[src/design/rational_number_alu_macros.svh]
// Assertion macros for the rational number ALU modules.
// Depends on nothing; included by files that carry assertions.
`ifndef RATIONAL_NUMBER_ALU_MACROS_SVH
`define RATIONAL_NUMBER_ALU_MACROS_SVH

// Implication check on the rising clock edge, off during reset.
`define RNA_ASSERT_IMP(label, clk, rst_n, ante, cons, msg) \
    label: assert property (@(posedge clk) disable iff (!rst_n) (ante) |-> (cons)) \
        else $error(msg);

// Next-cycle implication check on the rising clock edge, off during reset.
`define RNA_ASSERT_NEXT(label, clk, rst_n, ante, cons, msg) \
    label: assert property (@(posedge clk) disable iff (!rst_n) (ante) |=> (cons)) \
        else $error(msg);

`endif

[src/design/rna_pkg.sv]
// Package for the rational number ALU: widths, operation codes, command types.
// Depends on nothing.
package rna_pkg;
    localparam int W = 32;
    localparam int CW = 6; // bit counter for the divider

    typedef enum logic [2:0] {
        OP_ADD = 3'd0,
        OP_EQ  = 3'd1,
        OP_INC = 3'd2,
        OP_DEC = 3'd3,
        OP_RED = 3'd4
    } t_op;

    // Datapath commands from the controller.
    typedef enum logic [3:0] {
        CMD_NONE    = 4'd0,
        CMD_LOAD    = 4'd1,  // capture operands
        CMD_MUL1    = 4'd2,  // an*bd
        CMD_MUL2    = 4'd3,  // ad*bn, ad*bd, finish add
        CMD_SIMPLE  = 4'd4,  // inc, dec, pass through
        CMD_GSEL    = 4'd5,  // load gcd pair from the selected operand
        CMD_DSTART  = 4'd6,  // start a division x / y
        CMD_DSTEP   = 4'd7,  // one restoring division step
        CMD_GNEXT   = 4'd8,  // (x, y) <= (y, rem)
        CMD_QSTART  = 4'd9,  // start num / g
        CMD_QNUM    = 4'd10, // store quotient into num
        CMD_QDSTART = 4'd11, // start den / g
        CMD_QDEN    = 4'd12, // store quotient into den
        CMD_ZERO    = 4'd13, // note a zero gcd
        CMD_FINAL   = 4'd14  // form output
    } t_cmd;

    typedef struct packed {
        t_cmd cmd;
        logic sel_b; // work on operand b
    } t_ctl;

    typedef struct packed {
        logic y_zero;   // gcd y register is zero
        logic x_zero;   // gcd x register is zero
        logic div_last; // divider on its final step
    } t_sts;
endpackage

[src/design/rna_if.sv]
// Valid/ready channel interfaces for the rational number ALU.
// Depends on rna_pkg.
interface rna_in_if import rna_pkg::*; ();
    logic                valid;
    logic                ready;
    logic [2:0]          operation;
    logic signed [W-1:0] a_num;
    logic signed [W-1:0] a_den;
    logic signed [W-1:0] b_num;
    logic signed [W-1:0] b_den;
    modport source (output valid, operation, a_num, a_den, b_num, b_den, input ready);
    modport sink (input valid, operation, a_num, a_den, b_num, b_den, output ready);
endinterface

interface rna_out_if import rna_pkg::*; ();
    logic                valid;
    logic                ready;
    logic signed [W-1:0] res_num;
    logic signed [W-1:0] res_den;
    logic                is_equal;
    logic                zero_gcd;
    modport source (output valid, res_num, res_den, is_equal, zero_gcd, input ready);
    modport sink (input valid, res_num, res_den, is_equal, zero_gcd, output ready);
endinterface

[src/design/rna_datapath.sv]
// Datapath: operand registers, multiplier, shared bit-serial divider, gcd pair.
// Depends on rna_pkg.
module rna_datapath import rna_pkg::*; (
    input  logic                i_clk,
    input  t_ctl                i_ctl,
    input  logic [2:0]          i_operation,
    input  logic signed [W-1:0] i_a_num,
    input  logic signed [W-1:0] i_a_den,
    input  logic signed [W-1:0] i_b_num,
    input  logic signed [W-1:0] i_b_den,
    output t_sts                o_sts,
    output logic signed [W-1:0] o_res_num,
    output logic signed [W-1:0] o_res_den,
    output logic                o_is_equal,
    output logic                o_zero_gcd
);
    logic [2:0]   r_op;
    logic [W-1:0] r_an, r_ad, r_bn, r_bd;
    logic [W-1:0] r_x, r_y;
    logic [W-1:0] r_p;
    logic         r_zero;
    // Divider: unsigned restoring, sign handled around it.
    logic [W-1:0] r_dq, r_drem, r_ddiv;
    logic [CW-1:0] r_dcnt;
    logic         r_qneg, r_rneg;

    logic [W-1:0] w_num, w_den, w_dvd, w_dvs, w_prod;
    logic [W:0]   w_trial;
    logic [W-1:0] w_sum;
    logic [W-1:0] w_q, w_r;

    assign w_num = i_ctl.sel_b ? r_bn : r_an;
    assign w_den = i_ctl.sel_b ? r_bd : r_ad;

    // Multiplier operands by step; the low word is all that is kept.
    always_comb begin
        w_prod = '0;
        case (i_ctl.cmd)
            CMD_MUL1: w_prod = W'(r_an * r_bd);
            CMD_MUL2: w_prod = W'(r_ad * r_bn);
            default:  w_prod = W'(r_ad * r_bd);
        endcase
    end

    // Dividend and divisor for a division start.
    always_comb begin
        case (i_ctl.cmd)
            CMD_QSTART:  w_dvd = w_num;
            CMD_QDSTART: w_dvd = w_den;
            default:     w_dvd = r_x;
        endcase
        w_dvs = r_x;
        if (i_ctl.cmd == CMD_DSTART) w_dvs = r_y;
    end

    assign w_sum   = {r_drem[W-2:0], r_dq[W-1]};
    assign w_trial = {1'b0, w_sum} - {1'b0, r_ddiv};
    assign w_q     = r_qneg ? W'(-r_dq) : r_dq;
    assign w_r     = r_rneg ? W'(-r_drem) : r_drem;

    // Operand, gcd and divider registers.
    always_ff @(posedge i_clk) begin
        unique case (i_ctl.cmd)
            CMD_LOAD: begin
                r_op <= i_operation;
                r_an <= i_a_num;
                r_ad <= i_a_den;
                r_bn <= i_b_num;
                r_bd <= i_b_den;
                r_zero <= 1'b0;
            end
            CMD_MUL1: r_p <= w_prod;
            CMD_MUL2: begin
                r_an <= r_p + w_prod;
                r_ad <= W'(r_ad * r_bd);
            end
            CMD_SIMPLE: begin
                if (r_op == OP_INC) r_an <= r_an + r_ad;
                else if (r_op == OP_DEC) r_an <= r_an - r_ad;
            end
            CMD_GSEL: begin
                r_x <= w_num;
                r_y <= w_den;
            end
            CMD_DSTART, CMD_QSTART, CMD_QDSTART: begin
                r_dq   <= w_dvd[W-1] ? W'(-w_dvd) : w_dvd;
                r_ddiv <= w_dvs[W-1] ? W'(-w_dvs) : w_dvs;
                r_drem <= '0;
                r_dcnt <= '0;
                r_qneg <= w_dvd[W-1] ^ w_dvs[W-1];
                r_rneg <= w_dvd[W-1];
            end
            CMD_DSTEP: begin
                // Shift in one dividend bit, quotient bit goes into the low end.
                if (!w_trial[W]) begin
                    r_drem <= w_trial[W-1:0];
                    r_dq   <= {r_dq[W-2:0], 1'b1};
                end else begin
                    r_drem <= w_sum;
                    r_dq   <= {r_dq[W-2:0], 1'b0};
                end
                r_dcnt <= r_dcnt + 1'b1;
            end
            CMD_GNEXT: begin
                r_x <= r_y;
                r_y <= w_r;
            end
            CMD_QNUM: begin
                if (i_ctl.sel_b) r_bn <= w_q; else r_an <= w_q;
            end
            CMD_QDEN: begin
                if (i_ctl.sel_b) r_bd <= w_q; else r_ad <= w_q;
            end
            CMD_ZERO: r_zero <= 1'b1;
            default: ;
        endcase
    end

    // A divisor of minus one gives the wrapped negation and a zero remainder,
    // which the magnitude divider already yields.
    assign o_sts.y_zero   = (r_y == '0);
    assign o_sts.x_zero   = (r_x == '0);
    assign o_sts.div_last = (r_dcnt == CW'(W - 1));

    assign o_res_num  = r_an;
    assign o_res_den  = r_ad;
    assign o_is_equal = (r_op == OP_EQ) && (r_an == r_bn) && (r_ad == r_bd);
    assign o_zero_gcd = r_zero && ((r_op == OP_EQ) || (r_op == OP_RED));
endmodule

[src/design/rna_ctrl.sv]
// Controller: sequences add, inc, dec, pass, reduction and equality over the datapath.
// Depends on rna_pkg and rational_number_alu_macros.svh.
`include "rational_number_alu_macros.svh"
module rna_ctrl import rna_pkg::*; (
    input  logic       i_clk,
    input  logic       i_rst_n,
    input  logic       i_in_valid,
    output logic       o_in_ready,
    input  logic [2:0] i_operation,
    output logic       o_out_valid,
    input  logic       i_out_ready,
    input  t_sts       i_sts,
    output t_ctl       o_ctl
);
    typedef enum logic [9:0] {
        S_IDLE  = 10'b0000000001,
        S_MUL1  = 10'b0000000010,
        S_MUL2  = 10'b0000000100,
        S_GSEL  = 10'b0000001000,
        S_GTEST = 10'b0000010000,
        S_DIV   = 10'b0000100000,
        S_QNUM  = 10'b0001000000,
        S_QDEN  = 10'b0010000000,
        S_DONE  = 10'b0100000000,
        S_OUT   = 10'b1000000000
    } t_state;

    // Phase within a reduction division.
    typedef enum logic [1:0] {
        PH_GCD = 2'd0,
        PH_NUM = 2'd1,
        PH_DEN = 2'd2
    } t_phase;

    t_state r_state, n_state;
    t_phase r_ph, n_ph;
    logic   r_selb, n_selb;
    logic   r_ovalid, n_ovalid;
    logic [2:0] r_op, n_op;

    assign o_in_ready  = (r_state == S_IDLE) && !r_ovalid;
    assign o_out_valid = r_ovalid;

    // Next state and commands.
    always_comb begin
        n_state  = r_state;
        n_ph     = r_ph;
        n_selb   = r_selb;
        n_ovalid = r_ovalid && !i_out_ready;
        n_op     = r_op;
        o_ctl.cmd   = CMD_NONE;
        o_ctl.sel_b = r_selb;
        unique case (r_state)
            S_IDLE: begin
                if (i_in_valid && o_in_ready) begin
                    o_ctl.cmd = CMD_LOAD;
                    n_op   = i_operation;
                    n_selb = 1'b0;
                    if (i_operation == OP_ADD) n_state = S_MUL1;
                    else if (i_operation == OP_EQ || i_operation == OP_RED)
                        n_state = S_GSEL;
                    else n_state = S_DONE;
                end
            end
            S_MUL1: begin
                o_ctl.cmd = CMD_MUL1;
                n_state = S_MUL2;
            end
            S_MUL2: begin
                o_ctl.cmd = CMD_MUL2;
                n_state = S_OUT;
            end
            S_GSEL: begin
                o_ctl.cmd = CMD_GSEL;
                n_state = S_GTEST;
            end
            S_GTEST: begin
                // Euclid loop: divide while y is nonzero, else scale by x.
                if (!i_sts.y_zero) begin
                    o_ctl.cmd = CMD_DSTART;
                    n_ph = PH_GCD;
                    n_state = S_DIV;
                end else if (i_sts.x_zero) begin
                    // A zero gcd leaves the value as it is.
                    o_ctl.cmd = CMD_ZERO;
                    n_state = S_DONE;
                end else begin
                    o_ctl.cmd = CMD_QSTART;
                    n_ph = PH_NUM;
                    n_state = S_DIV;
                end
            end
            S_DIV: begin
                o_ctl.cmd = CMD_DSTEP;
                if (i_sts.div_last) begin
                    unique case (r_ph)
                        PH_GCD:  n_state = S_QNUM;
                        PH_NUM:  n_state = S_QNUM;
                        default: n_state = S_QDEN;
                    endcase
                end
            end
            S_QNUM: begin
                if (r_ph == PH_GCD) begin
                    o_ctl.cmd = CMD_GNEXT;
                    n_state = S_GTEST;
                end else begin
                    o_ctl.cmd = CMD_QNUM;
                    n_state = S_QDEN;
                end
            end
            S_QDEN: begin
                // After the numerator quotient, start den / g; after that division, store it.
                if (r_ph == PH_DEN) begin
                    o_ctl.cmd = CMD_QDEN;
                    n_state = S_DONE;
                end else begin
                    o_ctl.cmd = CMD_QDSTART;
                    n_ph = PH_DEN;
                    n_state = S_DIV;
                end
            end
            S_DONE: begin
                if (r_op == OP_EQ && !r_selb) begin
                    n_selb = 1'b1;
                    n_state = S_GSEL;
                end else begin
                    o_ctl.cmd = CMD_SIMPLE;
                    n_state = S_OUT;
                end
            end
            S_OUT: begin
                n_ovalid = 1'b1;
                n_state  = S_IDLE;
            end
            default: n_state = S_IDLE;
        endcase
    end

    always_ff @(posedge i_clk) begin
        if (!i_rst_n) begin
            r_state  <= S_IDLE;
            r_ph     <= PH_GCD;
            r_selb   <= 1'b0;
            r_ovalid <= 1'b0;
            r_op     <= '0;
        end else begin
            r_state  <= n_state;
            r_ph     <= n_ph;
            r_selb   <= n_selb;
            r_ovalid <= n_ovalid;
            r_op     <= n_op;
        end
    end

    `RNA_ASSERT_IMP(a_ready_idle, i_clk, i_rst_n, o_in_ready, r_state == S_IDLE, "ready outside idle")
    `RNA_ASSERT_NEXT(a_out_after, i_clk, i_rst_n, r_state == S_OUT, r_ovalid, "result not raised")
    `RNA_ASSERT_IMP(a_selb_eq, i_clk, i_rst_n, r_selb && r_state != S_IDLE, r_op == OP_EQ, "b used outside equality")
endmodule

[src/design/rational_number_alu.sv]
// Top level of the rational number ALU: controller and datapath.
// Depends on rna_pkg, rna_if, rna_ctrl and rna_datapath.
//
// Channel  Direction  Contents
// s_in     sink       operation, a_num, a_den, b_num, b_den
// m_out    source     res_num, res_den, is_equal, zero_gcd
//
// One item at a time. Reduce runs one division per Euclid step (one 32-step
// serial divider shared by every remainder and quotient) plus two quotients;
// equality reduces both operands in turn.
// Reset is synchronous, active low, and clears the controller only.
// A new item is taken only once the previous result has been taken.
module rational_number_alu import rna_pkg::*; (
    input  logic   i_clk,
    input  logic   i_rst_n,
    rna_in_if.sink    s_in,
    rna_out_if.source m_out
);
    t_ctl w_ctl;
    t_sts w_sts;

    rna_ctrl u_ctrl (
        .i_clk       (i_clk),
        .i_rst_n     (i_rst_n),
        .i_in_valid  (s_in.valid),
        .o_in_ready  (s_in.ready),
        .i_operation (s_in.operation),
        .o_out_valid (m_out.valid),
        .i_out_ready (m_out.ready),
        .i_sts       (w_sts),
        .o_ctl       (w_ctl)
    );

    rna_datapath u_dp (
        .i_clk       (i_clk),
        .i_ctl       (w_ctl),
        .i_operation (s_in.operation),
        .i_a_num     (s_in.a_num),
        .i_a_den     (s_in.a_den),
        .i_b_num     (s_in.b_num),
        .i_b_den     (s_in.b_den),
        .o_sts       (w_sts),
        .o_res_num   (m_out.res_num),
        .o_res_den   (m_out.res_den),
        .o_is_equal  (m_out.is_equal),
        .o_zero_gcd  (m_out.zero_gcd)
    );
endmodule
[src/flat_wrapper.sv]
// flat-port wrapper written by rule: the top's interface ports become plain ports
module rational_number_alu_flat import rna_pkg::*;
  (i_clk, i_rst_n, s_in_valid, s_in_operation, s_in_a_num, s_in_a_den, s_in_b_num, s_in_b_den, s_in_ready, m_out_valid, m_out_res_num, m_out_res_den, m_out_is_equal, m_out_zero_gcd, m_out_ready);
  rna_in_if s_in_i ();
  rna_out_if m_out_i ();
  input  logic i_clk;
  input  logic i_rst_n;
  input wire logic [$bits(s_in_i.valid)-1:0] s_in_valid;
  input wire logic [$bits(s_in_i.operation)-1:0] s_in_operation;
  input wire logic [$bits(s_in_i.a_num)-1:0] s_in_a_num;
  input wire logic [$bits(s_in_i.a_den)-1:0] s_in_a_den;
  input wire logic [$bits(s_in_i.b_num)-1:0] s_in_b_num;
  input wire logic [$bits(s_in_i.b_den)-1:0] s_in_b_den;
  output wire logic [$bits(s_in_i.ready)-1:0] s_in_ready;
  output wire logic [$bits(m_out_i.valid)-1:0] m_out_valid;
  output wire logic [$bits(m_out_i.res_num)-1:0] m_out_res_num;
  output wire logic [$bits(m_out_i.res_den)-1:0] m_out_res_den;
  output wire logic [$bits(m_out_i.is_equal)-1:0] m_out_is_equal;
  output wire logic [$bits(m_out_i.zero_gcd)-1:0] m_out_zero_gcd;
  input wire logic [$bits(m_out_i.ready)-1:0] m_out_ready;
  assign s_in_i.valid = s_in_valid;
  assign s_in_i.operation = s_in_operation;
  assign s_in_i.a_num = s_in_a_num;
  assign s_in_i.a_den = s_in_a_den;
  assign s_in_i.b_num = s_in_b_num;
  assign s_in_i.b_den = s_in_b_den;
  assign s_in_ready = s_in_i.ready;
  assign m_out_valid = m_out_i.valid;
  assign m_out_res_num = m_out_i.res_num;
  assign m_out_res_den = m_out_i.res_den;
  assign m_out_is_equal = m_out_i.is_equal;
  assign m_out_zero_gcd = m_out_i.zero_gcd;
  assign m_out_i.ready = m_out_ready;
  rational_number_alu u_core (.i_clk(i_clk), .i_rst_n(i_rst_n), .s_in(s_in_i), .m_out(m_out_i));
endmodule
[config.mk]
export PLATFORM = sky130hd
export DESIGN_NAME = rational_number_alu_flat
export DESIGN_NICKNAME = d
export VERILOG_FILES = /design/src/design/rna_pkg.sv /design/src/design/rna_if.sv /design/src/design/rna_datapath.sv /design/src/design/rna_ctrl.sv /design/src/design/rational_number_alu.sv /design/src/flat_wrapper.sv
export VERILOG_INCLUDE_DIRS = /design/src /design/src/design
export SDC_FILE = /design/constraint.sdc
export NUM_CORES = 2
export LEC_CHECK = 0
export BUFFER_PORTS_ARGS = -buffer_cell sky130_fd_sc_hd__buf_4
export CAP_MARGIN = 5
export CORE_AREA = 3 3 336 404
export CTS_CLUSTER_DIAMETER = 100
export DETAILED_ROUTE_END_ITERATION = 6
export DIE_AREA = 0 0 339 407
export PLACE_DENSITY = 0.71
export SLEW_MARGIN = 40
export SYNTH_ARGS = -nofsm -noshare
export SYNTH_HDL_FRONTEND = slang
export SYNTH_SLANG_ARGS = --single-unit
[constraint.sdc]
create_clock -name i_clk -period 10.15 [get_ports i_clk]
set_clock_uncertainty 0.05 [all_clocks]
set_input_delay 0.5075 -clock i_clk [delete_from_list [all_inputs] [get_ports i_clk]]
set_output_delay 0.5075 -clock i_clk [all_outputs]
set_load 0.01 [all_outputs]
Yosys cells after proc, flatten, opt, wreduce, memory -nomap -nowiden. Cells that the tools add are included.

Bits in registers: 349. Input port bits: 135. Output and inout bits: 68. Word-level logic and storage cells: 165.

$add $sub $neg: 9. $mul: 3. Eq/ne operators: 45. Multiplexer cells: 51. Bitwise gates (word level): 1. Reductions and logical operators: 35.

Operators with widths (number): $pmux W32 S2 (8); $mux W32 (11); $neg A32 Y32 (4); $pmux W32 S4 (1); $mul A32 B32 Y32 (3); $pmux W32 S3 (1); $pmux W10 S9 (1); $add A32 B32 Y32 (2); $eq A32 B32 Y1 (2); $logic_not A32 Y1 (2); $mux W9 (5); $pmux W4 S9 (1); $sub A32 B32 Y33 (1); $sub A32 B32 Y32 (1); $mux W31 (1); $mux W10 (3); $eq A4 B4 Y1 const B (6); $eq A4 B3 Y1 const B (4); $mux W8 (2); $reduce_bool A2 Y1 (7); $pmux W6 S2 (1); $eq A10 B1 Y1 const B (1); $eq A10 B10 Y1 const B (1); $eq A10 B2 Y1 const B (1); 37 further kinds (74).

Depth between registers and ports, before layout.
Depth in word-level cells: 10. Mapped depth: 42. Mapped depth without buffers: 39.

Hierarchy. From an unflattened synthesis, not the netlist that was laid out.

Cells, all modules: 8041. Area, all modules: 72569.6 µm².

By module, submodules not included: rna_datapath (times used 1, cells an instance 7920, area each 71517.3 µm²); rna_ctrl (times used 1, cells an instance 121, area each 1052.3 µm²).

Worst setup path after synthesis. OpenSTA, ideal clock, no wires.

Path kind: register -> register. From: reg u_core.u_dp.r_ad[7], in the netlist u_core.u_dp.o_res_den[7]. To: reg u_core.u_dp.r_an[31], in the netlist u_core.u_dp.o_res_num[31], data pin. Library setup time: 158 ps. Arrival: 9092 ps. Path slack: 850 ps. Cell stages (with the launch flop): 43. Path buffers: 4. Cells stage by stage: edfxtp_1 clkbuf_1 clkbuf_1 clkbuf_1 nand2_1 fa_1 inv_1 fa_1 inv_1 fa_1 fa_1 inv_1 ha_1 ha_1 inv_1 fa_1 fa_1 inv_1 [... 7 more ...] a21boi_0 nor2_1 inv_1 a21oi_1 xnor2_1 a22oi_1 o21ai_0 ha_1 nand3_1 or4_1 o21a_1 a21oi_1 nand4_1 a31oi_1 o21a_1 nor2_1 xnor3_1 o211ai_1.

Word-level cells in the longest chain between the ends: 4. Elaborated cells between the ends (all ways): 9.

RTL lines: from (decl) (line rna_datapath.sv:18) `logic [W-1:0] r_an, r_ad, r_bn, r_bd;`; from (signal assigned) (line rna_datapath.sv:67) `r_ad <= i_a_den;`; from (signal assigned) (line rna_datapath.sv:75) `r_ad <= W'(r_ad * r_bd);`; from (signal assigned) (line rna_datapath.sv:112) `if (i_ctl.sel_b) r_bd <= w_q; else r_ad <= w_q;`; $mul A32 B32 Y32 (on tied branches) (line rna_datapath.sv:41, rna_datapath.sv:40); $pmux W32 S2 (*) (line rna_datapath.sv:38) `case (i_ctl.cmd)`; net u_core.u_dp.w_prod[20] (line rna_datapath.sv:27) `logic [W-1:0] w_num, w_den, w_dvd, w_dvs, w_prod;`; $add A32 B32 Y32 (*) (line rna_datapath.sv:74) `r_an <= r_p + w_prod;`; $pmux W32 S4 (*) (line rna_datapath.sv:63) `unique case (i_ctl.cmd)`; to (signal assigned) (line rna_datapath.sv:66) `r_an <= i_a_num;`; to (signal assigned) (line rna_datapath.sv:74); to (signal assigned) (line rna_datapath.sv:78) `if (r_op == OP_INC) r_an <= r_an + r_ad;`; to (decl) (line rna_datapath.sv:18).

Mark *: on every way through the listed nets, which the timed path passes. The rest lies on a longest branch. The select of a mux whose other input is x is not followed. A chain may end at the register's enable or synchronous reset.

Worst setup path after layout.
From: reg u_core.u_dp.r_ad[18], in the netlist u_core.u_dp.o_res_den[18]. To: reg u_core.u_dp.r_an[30], in the netlist u_core.u_dp.o_res_num[30], data pin.

Same word-level chain as after synthesis.

==> results.json <==
{
  "routedWlPerCell_um": 29.7,
  "area_growth_pct": 9.71,
  "yosys.area.top_type": "fa_1",
  "crit_buf_inv": 4,
  "die-area_mm2": 0.138,
  "hold_path_class": "in -> reg",
  "cts_buffers": 46,
  "maxCapViolations": 0,
  "floorplan.initialDensity": 0.550,
  "gp_congestion": 1.08,
  "crit_fanout": 13,
  "r2r-end": "u_core.u_dp.o_res_num[30]",
  "first_iter_violations": 6379,
  "fin_nets": 10000,
  "cp_slowest_cell": "edfxtp_1",
  "num_io_pins": 203,
  "viasPerCell": 6.13,
  "grt_overflow": 0,
  "path_clk_slew_ns": 0.06,
  "track_usage": 0.435,
  "async_flop_share": 0,
  "ant_nets": 0,
  "syn_avg_cell_area_um2": 9.02,
  "multi_input_area_mm2": 0.0560,
  "synth_nets": 9894,
  "cts-root-to-sink-buffers": 3,
  "r2r_cells": 30,
  "yosysWarnings": 0,
  "numClockSinks": 349,
  "synth-edff-count": 332,
  "hpwl_mm": 241,
  "syn_inst": 8047,
  "yosys.area.top_type_share": 0.338,
  "hold_viol": 0,
  "port_buffers": 202,
  "maxSlewViolCount": 0,
  "coreArea_mm2": 0.132,
  "die_y_um": 407,
  "drt-pass1-iter-count": 6,
  "finalSetupViolations": 0,
  "dpl_cell_area_mm2": 0.0777,
  "min_to": "u_core.u_dp.r_op[2]",
  "reg2reg_from": "u_core.u_dp.o_res_den[18]",
  "hold_depth": 1,
  "num_vias": 61500,
  "register_area_mm2": 0.0103,
  "cts.htree.levels": 2,
  "grt_pass1_vias": 63600,
  "die_x_um": 339,
  "grt_pass1_wl_mm": 432,
  "synth_seq_cells": 349,
  "finalInstanceArea_mm2": 0.0796,
  "clockRootBuffer": "clkbuf_16",
  "required_ns": 10.46,
  "cts_tree": "built",
  "drt_wl_total_mm": 298,
  "synthTopCellsByCount": "inv_1 (1,319), fa_1 (1,227), nand2_1 (1,019), and2_1 (823), ha_1 (485)",
  "end_kind": "flop",
  "drive_gt1_frac": 0.0930,
  "cp.depth": 30,
  "rrSetupSlack_ns": 0.14,
  "drc": 0,
  "synth_most_common_cell": "inv_1",
  "critPathMaxStageDelay_ns": 0.76,
  "max_freq_mhz": 99.9,
  "synthDistinctLibCells": 83,
  "ys_seq_area_frac": 0.142,
  "arrival_ns": 10.32,
  "fin_crit_sh": 0.987,
  "worst_slew_pin_slew_ns": 0.995,
  "grt_max_degree": 70,
  "status": "completed",
  "netlist_area_mm2": 0.0726,
  "critPathKind": "reg -> reg",
  "whs_ns": 0.0277,
  "critPathLaunchType": "flop",
  "final_util": 0.603,
  "cp_top_family": "adder cells",
  "worstHoldStart": "s_in_operation[2]",
  "ys_top_cells_by_area": "fa_1 (34%), edfxtp_1 (14%), ha_1 (8.4%)",
  "synthFlopType": "edfxtp_1",
  "path_common_cell": "fa_1",
  "clk_latency_ns": 0.66,
  "grt_antenna_before_repair": 38,
  "max_slew_margin": 0.337,
  "rows": 146,
  "nFillCells": 11600,
  "period_minus_slack_ns": 10.01
}
cell families after synthesis:
logic type	synth area share
buffers and inverters	0.0928
XOR/XNOR	0.0645
adder cells (fa/ha/maj)	0.422
flip-flops	0.142
AO/OA/AOI/OAI	0.0861
multiplexers	0.0185
AND/OR/NAND/NOR	0.174
placed cells by master, fill, tap and decap left out, types with 22 or more instances in the layout:
cell	instances
buf_4	531
nand3_1	53
a31oi_1	35
fa_1	1227
o41ai_1	30
a21oi_1	263
clkbuf_16	49
a21o_1	119
nor4_1	39
xor2_1	203
nand2b_1	40
nor2_1	324
edfxtp_1	332
nand2_1	1017
and2_1	822
nor2b_1	37
inv_1	1319
a221o_1	27
diode_2	22
xnor2_1	313
nor3_1	56
o31ai_1	27
mux2_2	26
o21a_1	29
o21ai_0	200
o21ai_1	25
mux2i_1	104
o211ai_1	37
or3_1	45
nand4_1	25
ha_1	484
per-stage QoR:
step / cells / setup slack, ns / TNS [ns]
floorplan: 8047 / 0.850 / 0
global route: 10000 / -0.0683 / -0.166
finish: 10000 / 0.136 / 0
detailed placement: 9909 / 0.281 / 0
CTS: 9997 / 0.182 / 0
global placement: 9900 / 0.210 / 0
per-layer routing:
layer / GRT usage / wire length [um] / vias up
met1: 0.505 / 103000 / 30900
met5: 0 / 104 / -
li1: - / - / 25600
met4: 0.377 / 32200 / 16
met2: 0.679 / 134000 / 3687
met3: 0.105 / 29600 / 1296
how the worst max path moves through the flow:
stage	start	endpoint	slack, ns
2_1_floorplan	u_core.u_dp.o_res_den[7]	u_core.u_dp.o_res_num[31]	0.85
3_3_place_gp	u_core.u_dp.o_res_den[6]	u_core.u_dp.o_res_num[20]	0.21
3_5_place_dp	u_core.u_dp.r_bd[4]	u_core.u_dp.o_res_num[31]	0.28
4_1_cts	u_core.u_dp.r_bd[4]	u_core.u_dp.o_res_num[31]	0.18
5_1_grt	u_core.u_dp.o_res_den[5]	u_core.u_dp.o_res_num[28]	-0.07
6_report	u_core.u_dp.o_res_den[18]	u_core.u_dp.o_res_num[30]	0.14
state kept, by name, indices dropped and copies added, names as in the netlist:
signal and count:
u_core.u_dp.r_op 3, u_core.u_dp.r_qneg 1, u_core.u_dp.r_rneg 1, u_core.u_dp.r_zero 1, u_core.u_dp.r_bn 32, u_core.u_ctrl.r_state 10, u_core.u_dp.r_dcnt 6, u_core.u_dp.r_ddiv 32
u_core.u_ctrl.r_ph 2, u_core.u_dp.r_bd 32, u_core.u_ctrl.r_selb 1, u_core.u_ctrl.r_op 3, u_core.u_dp.r_p 32, u_core.u_dp.r_drem 32, u_core.u_ctrl.o_out_valid 1, u_core.u_dp.r_dq 32
u_core.u_dp.r_x 32, u_core.u_dp.o_res_den 32, u_core.u_dp.r_y 32, u_core.u_dp.o_res_num 32
layout make-up:
cell class | instances | share of cell area
diodes | 22 | 0.000691
clock buffers | 58 | 0.0159
clock inverters | 26 | 0.00259
inverters | 1320 | 0.0622
multi-input cells | 5906 | 0.703
flip-flops and latches | 349 | 0.129
well taps | 1776 | 0.0279
repair buffers | 574 | 0.0584
what timing repair did:
action                     4_1_cts  5_1_grt
resized for setup                0       41
setup endpoints to repair        0        8
buffers inserted                 0        8
hold buffers                     4        0
hold endpoints to repair         3        0
Power is left out: the tool's default activity adds up to more than one toggle a clock period on the data nets, which glitch-free logic cannot reach.
